$ cat config.mk
export PLATFORM = sky130hd
export DESIGN_NAME = rmmst_combine
export DESIGN_NICKNAME = d
export VERILOG_FILES = /design/src/sv/assert_macros.svh /design/src/sv/rmmst_pkg.sv /design/src/sv/rmmst_combine.sv
export SDC_FILE = /design/constraint.sdc
export NUM_CORES = 1
export LEC_CHECK = 0
export BUFFER_PORTS_ARGS = -buffer_cell sky130_fd_sc_hd__clkbuf_2
export CAP_MARGIN = 5
export CELL_PAD_IN_SITES_DETAIL_PLACEMENT = 2
export CELL_PAD_IN_SITES_GLOBAL_PLACEMENT = 2
export CORE_MARGIN = 2
export CORE_UTILIZATION = 27
export DETAILED_ROUTE_END_ITERATION = 7
export PLACE_DENSITY_LB_ADDON = 0.1
export SLEW_MARGIN = 20
export SYNTH_ARGS = -nofsm -noshare
export SYNTH_HDL_FRONTEND = slang
export SYNTH_SLANG_ARGS = --single-unit
$ cat constraint.sdc
create_clock -name vclk -period 4.4
set_clock_uncertainty 0.1 [all_clocks]
set_input_delay 1.32 -clock vclk [all_inputs]
set_output_delay 1.32 -clock vclk [all_outputs]
set_load 0.02 [all_outputs]
$ cat src/sv/assert_macros.svh
// Assertion macros used by the segment tree top.
// Expects clk, and for RMM_ASSERT also rst_n, in the scope of each use.
`ifndef ASSERT_MACROS_SVH
`define ASSERT_MACROS_SVH

// Checked only while out of reset.
`define RMM_ASSERT(lbl, prop, msg) \
  lbl: assert property (@(posedge clk) disable iff (!rst_n) prop) else $error(msg);

// Checked at every edge, reset included.
`define RMM_ASSERT_ALWAYS(lbl, prop, msg) \
  lbl: assert property (@(posedge clk) prop) else $error(msg);

`endif

$ cat src/sv/rmmst_pkg.sv
// Shared types, constants and helpers of the range min/max segment tree.
// No dependencies.
package rmmst_pkg;

  localparam int LEAVES  = 1024;
  localparam int LVL_W   = $clog2(LEAVES);
  localparam int NODE_W  = LVL_W + 1;
  localparam int QW      = NODE_W + 1;
  localparam int POS_W   = 10;
  localparam int RANGE_W = 11;
  localparam int DATA_W  = 32;
  localparam int CMP_W   = (RANGE_W > QW) ? RANGE_W : QW;

  typedef logic signed [DATA_W-1:0] data_t;
  typedef logic [NODE_W-1:0]        node_idx_t;
  typedef logic [QW-1:0]            qidx_t;

  localparam data_t     ID_MAX_MODE = -32'sd2147483647;
  localparam data_t     ID_MIN_MODE = 32'sd2147483647;
  localparam node_idx_t NODE_ROOT   = node_idx_t'(1);
  localparam node_idx_t NODE_LAST   = node_idx_t'(2 * LEAVES - 1);

  localparam logic OP_WRITE = 1'b0;
  localparam logic OP_QUERY = 1'b1;

  typedef enum logic [3:0] {
    ST_CLEAR,
    ST_IDLE,
    ST_W_LEAF,
    ST_W_RD,
    ST_W_UPD,
    ST_Q_TEST,
    ST_Q_LACC,
    ST_Q_RACC,
    ST_Q_FIN
  } state_t;

  typedef struct packed {
    logic      we;
    node_idx_t waddr;
    data_t     wdata;
    node_idx_t raddr;
  } mem_req_t;

  typedef struct packed {
    data_t a;
    data_t b;
  } comb_req_t;

  function automatic data_t identity(input logic use_min);
    return use_min ? ID_MIN_MODE : ID_MAX_MODE;
  endfunction

endpackage

$ cat src/sv/rmmst_combine.sv
// Shared combine unit: signed compare and select, min (a < b) or max (a > b) by mode.
// Depends on rmmst_pkg.
module rmmst_combine (
  input  rmmst_pkg::comb_req_t req,
  input  logic                 use_min,
  output rmmst_pkg::data_t     y
);
  import rmmst_pkg::*;

  data_t a;
  data_t b;
  logic  a_lt_b;

  assign a      = req.a;
  assign b      = req.b;
  assign a_lt_b = (a < b);

  always_comb begin
    if (use_min) begin
      y = a_lt_b ? a : b;
    end else begin
      y = (a > b) ? a : b;
    end
  end

endmodule

Yosys cells after proc, flatten, opt, wreduce, memory -nomap -nowiden

Cells that the tools add are included.
Widths: inputs -> output; s select.

Output and inout port bits: 32
Input bits: 65
Logic and storage cells: 5
Flip-flop bits (word level): 0

Muxes and demuxes: 3
Order comparisons: 2

Operators with widths:

| cell         | number |
|---|---|
| $mux 32      | 3 |
| $gt 32x32->1 | 1 |
| $lt 32x32->1 | 1 |

Logic depth before layout (Yosys ltp)

Depth in word-level cells: 3
Depth in mapped cells: 11
Depth with buffers taken out: 9

Worst setup path before layout

No wires, ideal clock.

Path type: input -> output
From: input req[31] in the netlist's numbering
To: output y[31]
Path slack: -400 ps
Buffers on the path: 1
Required time: 2980 ps
Data arrival time: 3380 ps
Cell stages on the path: 9
Cell sequence: inv_1 ha_1 buf_4 nand4_4 or4_4 a31oi_4 nor3_1 mux2i_1 a211oi_1

Word-level cells in the longest chain between the ends: 3
Elaborated cells between the ends (all ways): 5
Classes of those cells: 2 x order compare; 3 x mux

Ends and longest elaborated chain:

| what                                         | line                                     | source |
|---|---|---|
| from (decl)                                  | rmmst_combine.sv:4                       | `input rmmst_pkg::comb_req_t req,` |
| $gt 32x32->1 or $lt 32x32->1 (tied branches) | rmmst_combine.sv:22, rmmst_combine.sv:16 |  |
| $mux 32, on equally long branches            | rmmst_combine.sv:22, rmmst_combine.sv:20 |  |
| $mux 32 *                                    | rmmst_combine.sv:19                      | `if (use_min) begin` |
| to (decl)                                    | rmmst_combine.sv:6                       | `output rmmst_pkg::data_t y` |

Every way passes the cells marked *; elsewhere a longest branch is shown, timed or not.

Final worst setup path

From: input req[54] in the netlist's numbering
To: output y[16]

Same word-level chain as after synthesis.

==> impl_metrics.py <==
metrics = {
    "yosys": {
        "yosysMostFrequentCell": "nand2_1",
        "post_synth.cell_area_avg_sq_um": 6.706,
        "synth.distinct_cells": 40,
        "synth.top_cells.by_area": "o41ai_2 (13%), ha_1 (11%), and3_1 (11%)",
        "post_synthesis_instance_area_sq_mm": 0.003527,
        "synth_common_cells": "nand2_1 (69), nand3_1 (64), and3_1 (62)",
        "synthesis.nets": 623,
        "synth_sequential_area_ratio_pct": 0,
        "netlist_instances": 526,
        "synthDominantAreaCellType": "o41ai_2",
        "ys.warnings.count": 0,
        "yosysTopAreaCellShare_pct": 13.37,
    },
    "final_layout": {
        "post-route-cell-area_sq_mm": 0.005913,
        "seq_cell_count": 0,
        "register_area_sq_um": 0,
        "post_route_cells_drive_above_1_share_pct": 50.07,
        "fin_util_pct": 46.67,
        "insertedDiodeCount": 0,
        "area.growth.synth_to_final_pct": 67.65,
        "clk_buffers": 0,
        "layout_nets": 788,
    },
    "critical_path": {
        "cpMaxStageDelayCell": "or4_4",
        "cp_num_buf_inv": 4,
        "cp_cell_sequence": "clkbuf_2 -> ha_4 -> nand4_1 -> buf_4 -> or4_4 -> a31oi_4 -> nor2_4 -> buf_12 -> a41o_1 -> nand2_2 -> buf_8",
        "critical_path_peak_fanout": 25,
        "timing.critical_path.to_type": "output pin",
        "start_kind": "input pin",
        "cpLargestDelayFamily": "simple AND/OR/NAND/NOR gates",
        "critical_path.max_stage_delay_ps": 550,
        "critPathKind": "input pin to output pin",
        "cp_data_required_time_ps": 2980,
        "cp.arrival_ps": 3610,
    },
    "timing": {
        "tightestPinTransition_ps": 619.5,
        "grt_setup_unrepaired": "true",
        "hold_ws_ps": 3039,
        "slew_headroom_pct": 58.70,
        "timing.final.ws_setup_ps": -625.2,
        "timing.final.crit_share_pct": 114.2,
        "maxClockFrequency_mhz": 199.0,
        "period_minus_slack_ps": 5025,
        "number_of_endpoints_with_negative_hold_slack_in_the_final_report": 0,
        "finalSetupViolCount": 32,
        "timing_max_transition_violations_final": 0,
    },
    "global_route": {
        "globalRouteTotalUtil_pct": 22.12,
        "antenna_found_initial": 0,
        "overflow": 0,
        "grt_pass1_wl_um": 26580,
        "grt_pass1_vias": 5324,
        "maximum_number_of_pins_on_one_net_before_global_route_repair": 116,
    },
    "pwr": {
        "design_power_total_mw": 0.9392,
        "comb_power_share_pct": 100.0,
        "sequential_share_of_power_pct": 0,
        "vdd_drop_max_mv": 0.06887,
        "cell_internal_pwr_mw": 0.4520,
        "swShare_pct": 51.87,
        "part_of_the_power_in_the_clock_network_pct": 0,
        "p_leak_nw": 2.736,
        "powerDensity_mw_per_mm2": 158.8,
        "netSwitchingPower_mw": 0.4872,
    },
    "place": {
        "routability_congestion_estimate": 0.7740,
        "io_buffer_count": 97,
        "hpwlAfterDp_um": 11290,
        "placedInstanceArea_sq_mm": 0.005062,
        "pre_cts_ws_ps": -743.0,
    },
    "status": {
        "status": "finished with violations",
        "failed_checks": "negative setup slack",
    },
    "die": {
        "floorplan.core_area_sq_mm": 0.01267,
        "top_level_ports": 97,
        "dieArea_sq_mm": 0.01399,
        "dieWidth_um": 118.3,
        "row_count": 41,
        "starting_density_of_the_core_pct": 27.84,
        "die_height_um": 118.3,
    },
    "route": {
        "vias": 4920,
        "detail_route.wl_per_cell_um": 20.99,
        "initialDrtViolationCount": 236,
        "totalWireLength_um": 18080,
        "avgViaCountPerCell": 5.714,
        "ant_nets": 0,
        "drc": 0,
        "drtPass1Iterations": 4,
    },
    "job": {
        "drv_cap": 0,
    },
    "hold_path": {
        "min-delay-path-class": "input pin to output pin",
    },
}
## layout by cell type (no fill, tap or decap), types with 2 or more instances in the layout
cell      instances
inv_4             6
buf_6            15
or3_1            31
ha_4             23
a21oi_2           3
nand2_1          39
buf_12            8
a21o_1            2
clkbuf_2         44
o21ai_1           2
buf_8            30
o21ai_0           2
inv_2            14
o41ai_2          31
nand3_1          64
ha_1              9
nor3b_1          29
inv_6             2
nor2_1            3
nor3_1           33
nand2_2          30
a21oi_1          10
nand4_1           7
nor3b_2           2
inv_1            12
a41o_1           31
buf_4           114
buf_2             3
clkbuf_8          4
and3_1           62
nor4_4            2
## path summary, 6_finish.rpt
| path | from | end | depth (start not counted) |
|---|---|---|---|
| hold / removal | req[25] | y[25] | 5 |
| setup / recovery | req[54] | y[16] | 11 |
## through the flow
| stage | std cells | TNS [ps] |
|---|---|---|
| after CTS | 849 | -17720 |
| after detailed placement | 839 | -23130 |
| final | 861 | -18400 |
| after global routing | 861 | -20830 |
| after floorplan | 526 | -3418 |
| after global placement | 839 | -20650 |
## power groups by stage
stage	combinational, mW	clock (mW)	sequential, mW
3_3_place_gp	0.716	0	0
4_1_cts	0.855	0	0
3_5_place_dp	0.747	0	0
6_report	0.939	0	0
2_1_floorplan	0.461	0	0
5_1_grt	1.01	0	0
## logic make-up after synthesis
| group | share of synthesized area (%) |
|---|---|
| buf+inv | 11.39 |
| simple gates | 49.06 |
| fa+ha+maj | 11.35 |
| mux | 0.2838 |
| compound gates | 27.92 |
## per-layer routing
layer  up-vias  wire length, um  global-route usage, %
met4         0              285                  2.560
met2        83             9432                  42.45
met1      2489             7883                  27.86
li1       2329                -                      -
met3        19              473                 0.8205
met5         -                0                      0
## cell type report
| cell class | instances | area, sq um |
|---|---|---|
| Fill cell | 1456 | 6758 |
| Multi-Input combinational cell | 435 | 3578 |
| Timing Repair Buffer | 219 | 1951 |
| Tap cell | 172 | 215.2 |
| Inverter | 35 | 168.9 |
## what timing repair did
item | 4_1_cts | 5_1_grt
endpoints found under the setup margin | 32 | 32
cloned | 1 | 3
gates resized for setup | 81 | 105
endpoints found under the hold margin | 0 | 0
pin swaps | 18 | 32
hold buffers | 0 | 0
setup buffers | 9 | 11
## tightest hold or removal path, cell delays in order
cell and delay (ps):
buf_8 80, and3_1 150, o41ai_2 90, nand2_2 70, buf_8 100
(Power assumes the default switching activity.)
