===== config.mk =====
export PLATFORM = sky130hd
export DESIGN_NAME = rmmst_ctrl
export DESIGN_NICKNAME = d
export VERILOG_FILES = /design/src/sv/assert_macros.svh /design/src/sv/rmmst_pkg.sv /design/src/sv/rmmst_ctrl.sv
export SDC_FILE = /design/constraint.sdc
export NUM_CORES = 1
export LEC_CHECK = 0
export ABC_AREA = 0
export BUFFER_PORTS_ARGS = -buffer_cell sky130_fd_sc_hd__buf_2
export CORE_MARGIN = 2
export CORE_UTILIZATION = 32
export CTS_CLUSTER_SIZE = 24
export DETAILED_ROUTE_END_ITERATION = 10
export PLACE_DENSITY_LB_ADDON = 0.2
export SYNTH_ARGS = -nofsm -noshare
export SYNTH_HDL_FRONTEND = slang
export SYNTH_SLANG_ARGS = --single-unit

===== constraint.sdc =====
create_clock -name clk -period 6.53 [get_ports clk]
set_input_delay 0.653 -clock clk [delete_from_list [all_inputs] [get_ports clk]]
set_output_delay 0.653 -clock clk [all_outputs]
set_load 0.03 [all_outputs]

===== src/sv/assert_macros.svh =====
// Assertion macros used by the segment tree top.
// Expects clk, and for RMM_ASSERT also rst_n, in the scope of each use.
`ifndef ASSERT_MACROS_SVH
`define ASSERT_MACROS_SVH

// Checked only while out of reset.
`define RMM_ASSERT(lbl, prop, msg) \
  lbl: assert property (@(posedge clk) disable iff (!rst_n) prop) else $error(msg);

// Checked at every edge, reset included.
`define RMM_ASSERT_ALWAYS(lbl, prop, msg) \
  lbl: assert property (@(posedge clk) prop) else $error(msg);

`endif


===== src/sv/rmmst_pkg.sv =====
// Shared types, constants and helpers of the range min/max segment tree.
// No dependencies.
package rmmst_pkg;

  localparam int LEAVES  = 1024;
  localparam int LVL_W   = $clog2(LEAVES);
  localparam int NODE_W  = LVL_W + 1;
  localparam int QW      = NODE_W + 1;
  localparam int POS_W   = 10;
  localparam int RANGE_W = 11;
  localparam int DATA_W  = 32;
  localparam int CMP_W   = (RANGE_W > QW) ? RANGE_W : QW;

  typedef logic signed [DATA_W-1:0] data_t;
  typedef logic [NODE_W-1:0]        node_idx_t;
  typedef logic [QW-1:0]            qidx_t;

  localparam data_t     ID_MAX_MODE = -32'sd2147483647;
  localparam data_t     ID_MIN_MODE = 32'sd2147483647;
  localparam node_idx_t NODE_ROOT   = node_idx_t'(1);
  localparam node_idx_t NODE_LAST   = node_idx_t'(2 * LEAVES - 1);

  localparam logic OP_WRITE = 1'b0;
  localparam logic OP_QUERY = 1'b1;

  typedef enum logic [3:0] {
    ST_CLEAR,
    ST_IDLE,
    ST_W_LEAF,
    ST_W_RD,
    ST_W_UPD,
    ST_Q_TEST,
    ST_Q_LACC,
    ST_Q_RACC,
    ST_Q_FIN
  } state_t;

  typedef struct packed {
    logic      we;
    node_idx_t waddr;
    data_t     wdata;
    node_idx_t raddr;
  } mem_req_t;

  typedef struct packed {
    data_t a;
    data_t b;
  } comb_req_t;

  function automatic data_t identity(input logic use_min);
    return use_min ? ID_MIN_MODE : ID_MAX_MODE;
  endfunction

endpackage


===== src/sv/rmmst_ctrl.sv =====
// Sequencer of the segment tree: clear pass, point write walk, range query walk.
// Depends on rmmst_pkg; drives the node RAM and the shared combine unit.
module rmmst_ctrl (
  input  logic                 clk,
  input  logic                 rst_n,
  input  logic                 in_valid,
  output logic                 in_ready,
  input  logic                 in_op,
  input  logic [rmmst_pkg::POS_W-1:0]   in_position,
  input  rmmst_pkg::data_t     in_value,
  input  logic [rmmst_pkg::RANGE_W-1:0] in_range_start,
  input  logic [rmmst_pkg::RANGE_W-1:0] in_range_end,
  output logic                 out_valid,
  input  logic                 out_ready,
  output rmmst_pkg::data_t     out_range_result,
  input  logic                 cfg_we,
  input  logic                 cfg_use_minimum,
  output rmmst_pkg::mem_req_t  mem_req,
  input  rmmst_pkg::data_t     rdata_r,
  output rmmst_pkg::comb_req_t comb_req,
  input  rmmst_pkg::data_t     comb_y,
  output logic                 use_min
);
  import rmmst_pkg::*;

  state_t    state_r, state_nxt;
  logic      use_min_r, use_min_nxt;
  node_idx_t clr_cnt_r, clr_cnt_nxt;
  node_idx_t k_r, k_nxt;
  data_t     left_r, left_nxt;
  data_t     right_r, right_nxt;
  qidx_t     lo_r, lo_nxt;
  qidx_t     hi_r, hi_nxt;
  logic      out_valid_r, out_valid_nxt;
  data_t     out_data_r, out_data_nxt;

  logic [CMP_W-1:0] start_ext, end_ext, leaves_ext, start_cl, end_cl;
  qidx_t     lo_init, hi_init, hi_dec, lo_inc;
  logic      pos_ok;
  logic      out_free;

  assign leaves_ext = CMP_W'(LEAVES);
  assign start_ext  = CMP_W'(in_range_start);
  assign end_ext    = CMP_W'(in_range_end);
  assign start_cl   = (start_ext > leaves_ext) ? leaves_ext : start_ext;
  assign end_cl     = (end_ext > leaves_ext) ? leaves_ext : end_ext;
  assign lo_init    = QW'(start_cl) + QW'(LEAVES);
  assign hi_init    = QW'(end_cl) + QW'(LEAVES);
  assign pos_ok     = (CMP_W'(in_position) < leaves_ext);
  assign hi_dec     = hi_r - QW'(1);
  assign lo_inc     = lo_r + QW'(1);
  assign out_free   = !out_valid_r || out_ready;

  // Next state.
  always_comb begin
    state_nxt = state_r;
    case (state_r)
      ST_CLEAR: begin
        if (clr_cnt_r == NODE_LAST) state_nxt = ST_IDLE;
      end
      ST_IDLE: begin
        if (in_valid) begin
          if (in_op == OP_QUERY) begin
            state_nxt = ST_Q_TEST;
          end else if (pos_ok) begin
            state_nxt = ST_W_LEAF;
          end
        end
      end
      ST_W_LEAF: state_nxt = ST_W_RD;
      ST_W_RD:   state_nxt = (k_r == NODE_ROOT) ? ST_IDLE : ST_W_UPD;
      ST_W_UPD:  state_nxt = ST_W_RD;
      ST_Q_TEST: begin
        if (lo_r >= hi_r) begin
          state_nxt = ST_Q_FIN;
        end else if (lo_r[0]) begin
          state_nxt = ST_Q_LACC;
        end else if (hi_r[0]) begin
          state_nxt = ST_Q_RACC;
        end
      end
      ST_Q_LACC: state_nxt = hi_r[0] ? ST_Q_RACC : ST_Q_TEST;
      ST_Q_RACC: state_nxt = ST_Q_TEST;
      ST_Q_FIN: begin
        if (out_free) state_nxt = ST_IDLE;
      end
      default: state_nxt = ST_CLEAR;
    endcase
    // A mode write restarts the clear pass.
    if (cfg_we) state_nxt = ST_CLEAR;
  end

  // Datapath and memory control.
  always_comb begin
    use_min_nxt   = use_min_r;
    clr_cnt_nxt   = clr_cnt_r;
    k_nxt         = k_r;
    left_nxt      = left_r;
    right_nxt     = right_r;
    lo_nxt        = lo_r;
    hi_nxt        = hi_r;
    out_valid_nxt = out_valid_r && !out_ready;
    out_data_nxt  = out_data_r;
    mem_req.we    = 1'b0;
    mem_req.waddr = k_r;
    mem_req.wdata = left_r;
    mem_req.raddr = k_r ^ NODE_ROOT;
    comb_req.a    = left_r;
    comb_req.b    = rdata_r;
    in_ready      = 1'b0;

    case (state_r)
      ST_CLEAR: begin
        mem_req.we    = 1'b1;
        mem_req.waddr = clr_cnt_r;
        mem_req.wdata = identity(use_min_r);
        clr_cnt_nxt   = clr_cnt_r + NODE_ROOT;
      end
      ST_IDLE: begin
        in_ready = 1'b1;
        if (in_valid) begin
          left_nxt  = (in_op == OP_WRITE) ? in_value : identity(use_min_r);
          right_nxt = identity(use_min_r);
          k_nxt     = node_idx_t'(LEAVES) + node_idx_t'(in_position);
          lo_nxt    = lo_init;
          hi_nxt    = hi_init;
        end
      end
      ST_W_LEAF: begin
        mem_req.we = 1'b1;
      end
      ST_W_RD: begin
        // Sibling read issued by the default address.
      end
      ST_W_UPD: begin
        mem_req.we    = 1'b1;
        mem_req.waddr = k_r >> 1;
        mem_req.wdata = comb_y;
        left_nxt      = comb_y;
        k_nxt         = k_r >> 1;
      end
      ST_Q_TEST: begin
        mem_req.raddr = lo_r[0] ? lo_r[NODE_W-1:0] : hi_dec[NODE_W-1:0];
        if ((lo_r < hi_r) && !lo_r[0] && !hi_r[0]) begin
          lo_nxt = lo_r >> 1;
          hi_nxt = hi_r >> 1;
        end
      end
      ST_Q_LACC: begin
        mem_req.raddr = hi_dec[NODE_W-1:0];
        left_nxt      = comb_y;
        if (hi_r[0]) begin
          lo_nxt = lo_inc;
        end else begin
          lo_nxt = lo_inc >> 1;
          hi_nxt = hi_r >> 1;
        end
      end
      ST_Q_RACC: begin
        comb_req.a = rdata_r;
        comb_req.b = right_r;
        right_nxt  = comb_y;
        lo_nxt     = lo_r >> 1;
        hi_nxt     = hi_dec >> 1;
      end
      ST_Q_FIN: begin
        comb_req.a = left_r;
        comb_req.b = right_r;
        if (out_free) begin
          out_valid_nxt = 1'b1;
          out_data_nxt  = comb_y;
        end
      end
      default: begin
      end
    endcase

    if (cfg_we) begin
      use_min_nxt = cfg_use_minimum;
      clr_cnt_nxt = '0;
    end
  end

  assign out_valid        = out_valid_r;
  assign out_range_result = out_data_r;
  assign use_min          = use_min_r;

  always_ff @(posedge clk) begin
    if (!rst_n) begin
      state_r     <= ST_CLEAR;
      use_min_r   <= 1'b0;
      clr_cnt_r   <= '0;
      out_valid_r <= 1'b0;
    end else begin
      state_r     <= state_nxt;
      use_min_r   <= use_min_nxt;
      clr_cnt_r   <= clr_cnt_nxt;
      out_valid_r <= out_valid_nxt;
    end
  end

  always_ff @(posedge clk) begin
    k_r        <= k_nxt;
    left_r     <= left_nxt;
    right_r    <= right_nxt;
    lo_r       <= lo_nxt;
    hi_r       <= hi_nxt;
    out_data_r <= out_data_nxt;
  end

endmodule


==> Yosys cells after proc, flatten, opt, wreduce, memory -nomap -nowiden <==
Index checks and enable logic that the tools add are counted.
{ "totals": {"reg_bits": 148, "latch_bits": 0, "ram_bits": 0, "rom_bits": 0, "inputBits": 135, "elab_cells": 102, "n_memories": 0} }
{ "op_classes": {"n_addsub": 6, "mul": 0, "n_div": 0, "order_cmp": 5, "eq_ne": 17, "shifts": 0, "muxes": 37, "bitwise": 2, "n_reduce_logical": 24} }
{ "op_table": {"columns": ["operator", "n"], "rows": [
  ["32-bit 2-to-1 mux", 4],
  ["32-bit case mux with 2 select lines", 2],
  ["64-bit case mux with 2 select lines", 1],
  ["12-bit case mux with 4 select lines", 2],
  ["43-bit case mux with 2 select lines", 1],
  ["12-bit 2-to-1 mux", 6],
  ["11-bit 2-to-1 mux", 4],
  ["11-bit case mux with 2 select lines", 2],
  ["4-bit 2-to-1 mux", 8],
  ["4-bit case mux with 8 select lines", 1],
  ["11-bit by 11-bit adder with 12-bit output, second input constant", 2],
  ["11-bit greater-than comparator, second input constant", 2],
  ["4-bit by 3-bit equality test with 1-bit output, second input constant", 4],
  ["12-bit by 1-bit adder with 12-bit output, second input constant", 1],
  ["12-bit greater-or-equal comparator", 1],
  ["12-bit less-than comparator", 1],
  ["12-bit by 1-bit subtractor with 12-bit output, second input constant", 1],
  ["11-bit by 1-bit adder with 11-bit output, second input constant", 1],
  ["11-bit by 10-bit adder with 11-bit output, first input constant", 1],
  ["11-bit by 1-bit equality test with 1-bit output, second input constant", 1],
  ["11-bit equality test, second input constant", 1],
  ["10-bit by 11-bit less-than comparator with 1-bit output, second input constant", 1],
  ["2-bit inequality test, second input constant", 5],
  ["4-bit by 2-bit equality test with 1-bit output, second input constant", 2],
  ["20 further kinds", 36]
]} }

==> Depth between registers and ports, before layout <==
{ "depth": {"ltp_word": 5, "ltp_mapped": 9, "mapped_depth_nobuf": 8} }

==> Worst setup path before layout <==
OpenSTA, ideal clock, no wires.
{ "synth_path": {"path_kind": "register to register", "startpoint": "register state_r[2]", "endpoint": "register out_data_r[0] (netlist: out_range_result[0]) (enable)", "setup_time_ns": 0.425, "t_arrival_ns": 2.410, "required_time_ns": 6.105, "slack_ns": 3.696, "stages_incl_launch_ff": 5, "path_buffers": 1, "synth_period_minus_slack_ns": 2.834, "cell_sequence": "dfxtp_1 buf_2 nor2_1 and3_1 nor2b_1"} }
{ "synth_via": {"elab_chain_cells": 2} }
{ "synth_rtl": {"columns": ["element", "line", "rtl"], "rows": [
  ["from (decl)", "rmmst_ctrl.sv:26", "state_t state_r, state_nxt;"],
  ["from (signal assigned)", "rmmst_ctrl.sv:195", "state_r <= state_nxt;"],
  ["4-bit equality test", "rmmst_ctrl.sv:112", "case (state_r)"],
  ["2-bit AND reduction (no line)", null, null],
  ["to (signal assigned)", "rmmst_ctrl.sv:208", "out_data_r <= out_data_nxt;"],
  ["to (decl)", "rmmst_ctrl.sv:35", "data_t out_data_r, out_data_nxt;"]
]} }
No other way between the ends.
A chain may end at the register's enable or synchronous reset.

==> metrics.cfg <==
[min_path]
hold_path.startpoint = comb_y[25]
whs_path_depth = 1
hold_end = out_range_result[25]$_DFFE_PP_
min_path_type = in -> reg

[grt]
grt_pass1_wl_mm = 46.1
grt_usage_pct = 21.3
antenna_found_initial = 2
grt_pass1_vias = 7668
grt-ovfl-total = 0
grt_max_degree = 66

[synthesis]
synth_cell_type_count = 62
synth_edf_count = 131
yosysSeqAreaShare_pct = 49.1
ys_top_cells_by_area = edfxtp_1 45%, nand2_1 12%, a221o_1 4.7%
avgSynthCellArea_sq_um = 9.43
synth_cells = 923
syn_area_sq_mm = 0.00871
synth_nets = 1074
yosys.area.top_type = edfxtp_1
ys_warn_count = 0
synth_top_area_share_pct = 45.2
synth_flop_cell = edfxtp_1
ys_ff_latch = 148
synthArstFlopShare_pct = 0

[critical_path]
arrival_ns = 3.22
cp_max_fo = 32
crit_type = reg -> out
reg2reg_depth = 4
r2r_setup_slack_ns = 3.46
cp-end-kind = primary output
worst_ep_required_time_ns = 5.88
r2r-end = k_r[10]$_SDFFCE_PP0P_
reg2reg_from = state_r[2]$_SDFFE_PP0P_
critPathLaunchType = register

[die]
core_area_sq_mm = 0.0268
die_area_sq_mm = 0.0285
chipHeight_microns = 169
rows = 60
start_util_pct = 32.5
die_width_microns = 169
io_pins = 289

[sta]
min_period_ns = 3.87
setup-tns-final_ns = 0
slew_headroom_pct = 25.1
slew_violations = 0
rsz0062_at_grt = no
fin_skew_ns = 0.0112
worst_pin_slew_ns = 1.12
setup_viol = 0
fmax_mhz = 258
hold_viol = 0
fin_crit_sh_pct = 59.3

[final_layout]
fillers = 2694
layout.nets = 1330
area_growth_pct = 26.4
final_common_cell = buf_2
mostFrequentLayoutCells = 288 x buf_2, 275 x nand2_1, 131 x edfxtp_1
drive_above_1_share_pct = 31.9
final_util_pct = 41.1
multi_input_area_sq_mm = 0.00408
register_area_sq_mm = 0.00427
stdcell_count = 1535

[clocking]
cts_root_buf = clkbuf_16
cts_tree = yes
postCtsHoldBufs = 0
cts_setup_buffers = 0
insertion_delay_ns = 0.43
path_clk_slew_ns = 0.07
ctsResizeCount = 0
htreeDepth = 4
numCtsBuffers = 17
clock-sinks = 148
cts_buffer_depth = 2

[placement]
dp.cells = 1501
port_buffers = 288
hpwlAfterDp_mm = 22.7
place.gp.congestion = 0.907

[power]
p_int_mw = 1.72
seqPwrFrac_pct = 45.1
power_frac_clock_pct = 45.9
p_leak_nw = 4.71
power_mw = 2.29
sw_frac_of_total_pct = 24.7
irDropWorstVdd_mv = 0.108
combPwrFrac_pct = 9.0
pwr_density_cell_mw_per_mm2 = 208
switching_power_uw = 566

[routing]
post_drt_via_cell_ratio = 5.32
drtIter0Drc = 819
vias = 8166
ant_nets = 0
wl_mm = 31.3
dr.pass1.iters = 6
wire_per_inst_microns = 20.4
post-route-drc-count = 0

[job]
maxCapViolCount = 0

[outcome]
status = completed

[metal layers]
metal | up-vias | routed length (microns) | part of all wire (%) | GRT usage, %
met1 | 3853 | 13900 | 44 | 28.3
li1 | 3885 | - | - | -
met4 | 0 | 841 | 2.7 | 8.25
met3 | 41 | 1870 | 6.0 | 3.41
met2 | 387 | 14700 | 47 | 35.0
met5 | - | 0 | 0 | 0
[cell type report]
cell class	count	share of cell area, %
flip-flops and latches	148	38.8
multi-input cells	693	37.1
repair buffers	298	13.8
well taps	341	3.88
clock buffers	17	3.87
clock inverters	15	1.77
inverters	21	0.716
diodes	2	0.0455
[critical path, cell delays in order (launching register included)]
cell     delay, ns
dfxtp_1       0.57
and2b_1       0.29
and3_2        0.42
nor2_4        0.89
mux2_2        0.43
buf_2         0.18
[power by group through the flow]
| stage | Clock [mW] | Combinational (mW) | Sequential, mW |
|---|---|---|---|
| after floorplan | 0 | 0.108 | 1.05 |
| after global placement | 0 | 0.204 | 1.05 |
| after detailed placement | 0 | 0.206 | 1.05 |
| after CTS | 1.08 | 0.206 | 1.03 |
| after global routing | 1.12 | 0.221 | 1.03 |
| final | 1.05 | 0.205 | 1.03 |
[cells in the mapped netlist (all sizes together), types with 3 or more instances]
| master | number |
|---|---|
| xor2 | 9 |
| inv | 21 |
| nand3 | 12 |
| edfxtp | 131 |
| xnor2 | 16 |
| or3 | 3 |
| buf | 33 |
| a221o | 41 |
| o22ai | 3 |
| nor2b | 6 |
| nand4 | 10 |
| a21oi | 60 |
| and2 | 8 |
| o21a | 4 |
| o221ai | 7 |
| nor4 | 10 |
| nand2 | 275 |
| clkbuf | 28 |
| o21ai | 58 |
| and3 | 9 |
| dfxtp | 17 |
| a32oi | 6 |
| a22oi | 17 |
| nor2 | 38 |
| ha | 16 |
| nor3 | 9 |
| a221oi | 4 |
| mux2i | 5 |
| mux2 | 33 |
| o31ai | 3 |
| nand2b | 9 |
[cell families after synthesis]
family,count (synthesis),share of synthesized area [%]
simple gates,396,19.9
compound gates,218,17.0
flops,148,49.1
buf+inv,82,4.28
mux,38,4.84
xor+xnor,25,2.51
fa+ha+maj,16,2.30
[how the worst max path moves through the flow]
stage / from / to / slack (ns)
4_1_cts: state_r[3]$_SDFFE_PP0P_ / comb_req[2] / 2.59
2_1_floorplan: state_r[2]$_SDFFE_PP0P_ / out_range_result[0]$_DFFE_PP_ / 3.70
3_5_place_dp: state_r[3]$_SDFFE_PP0P_ / comb_req[2] / 3.05
3_3_place_gp: state_r[3]$_SDFFE_PP0P_ / comb_req[0] / 3.20
5_1_grt: state_r[3]$_SDFFE_PP0P_ / comb_req[2] / 2.48
6_report: state_r[3]$_SDFFE_PP0P_ / comb_req[2] / 2.66
[sequential cells by signal, summed over array words and instances, names as in the netlist]
| signal | cells |
|---|---|
| left_r | 32 |
| out_range_result | 32 |
| right_r | 32 |
| hi_r | 12 |
| lo_r | 12 |
| clr_cnt_r | 11 |
| k_r | 11 |
| state_r | 4 |
| out_valid | 1 |
| use_min | 1 |
[through the flow]
step,hold WS [ns],setup WS [ns],instance area (sq um)
6_report,0.449,2.66,11000
2_1_floorplan,0.484,3.70,8710
3_5_place_dp,0.520,3.05,10400
3_3_place_gp,0.513,3.20,10400
5_1_grt,0.432,2.48,11000
4_1_cts,0.427,2.59,11000
No activity file was read; power rests on OpenSTA's default activity.
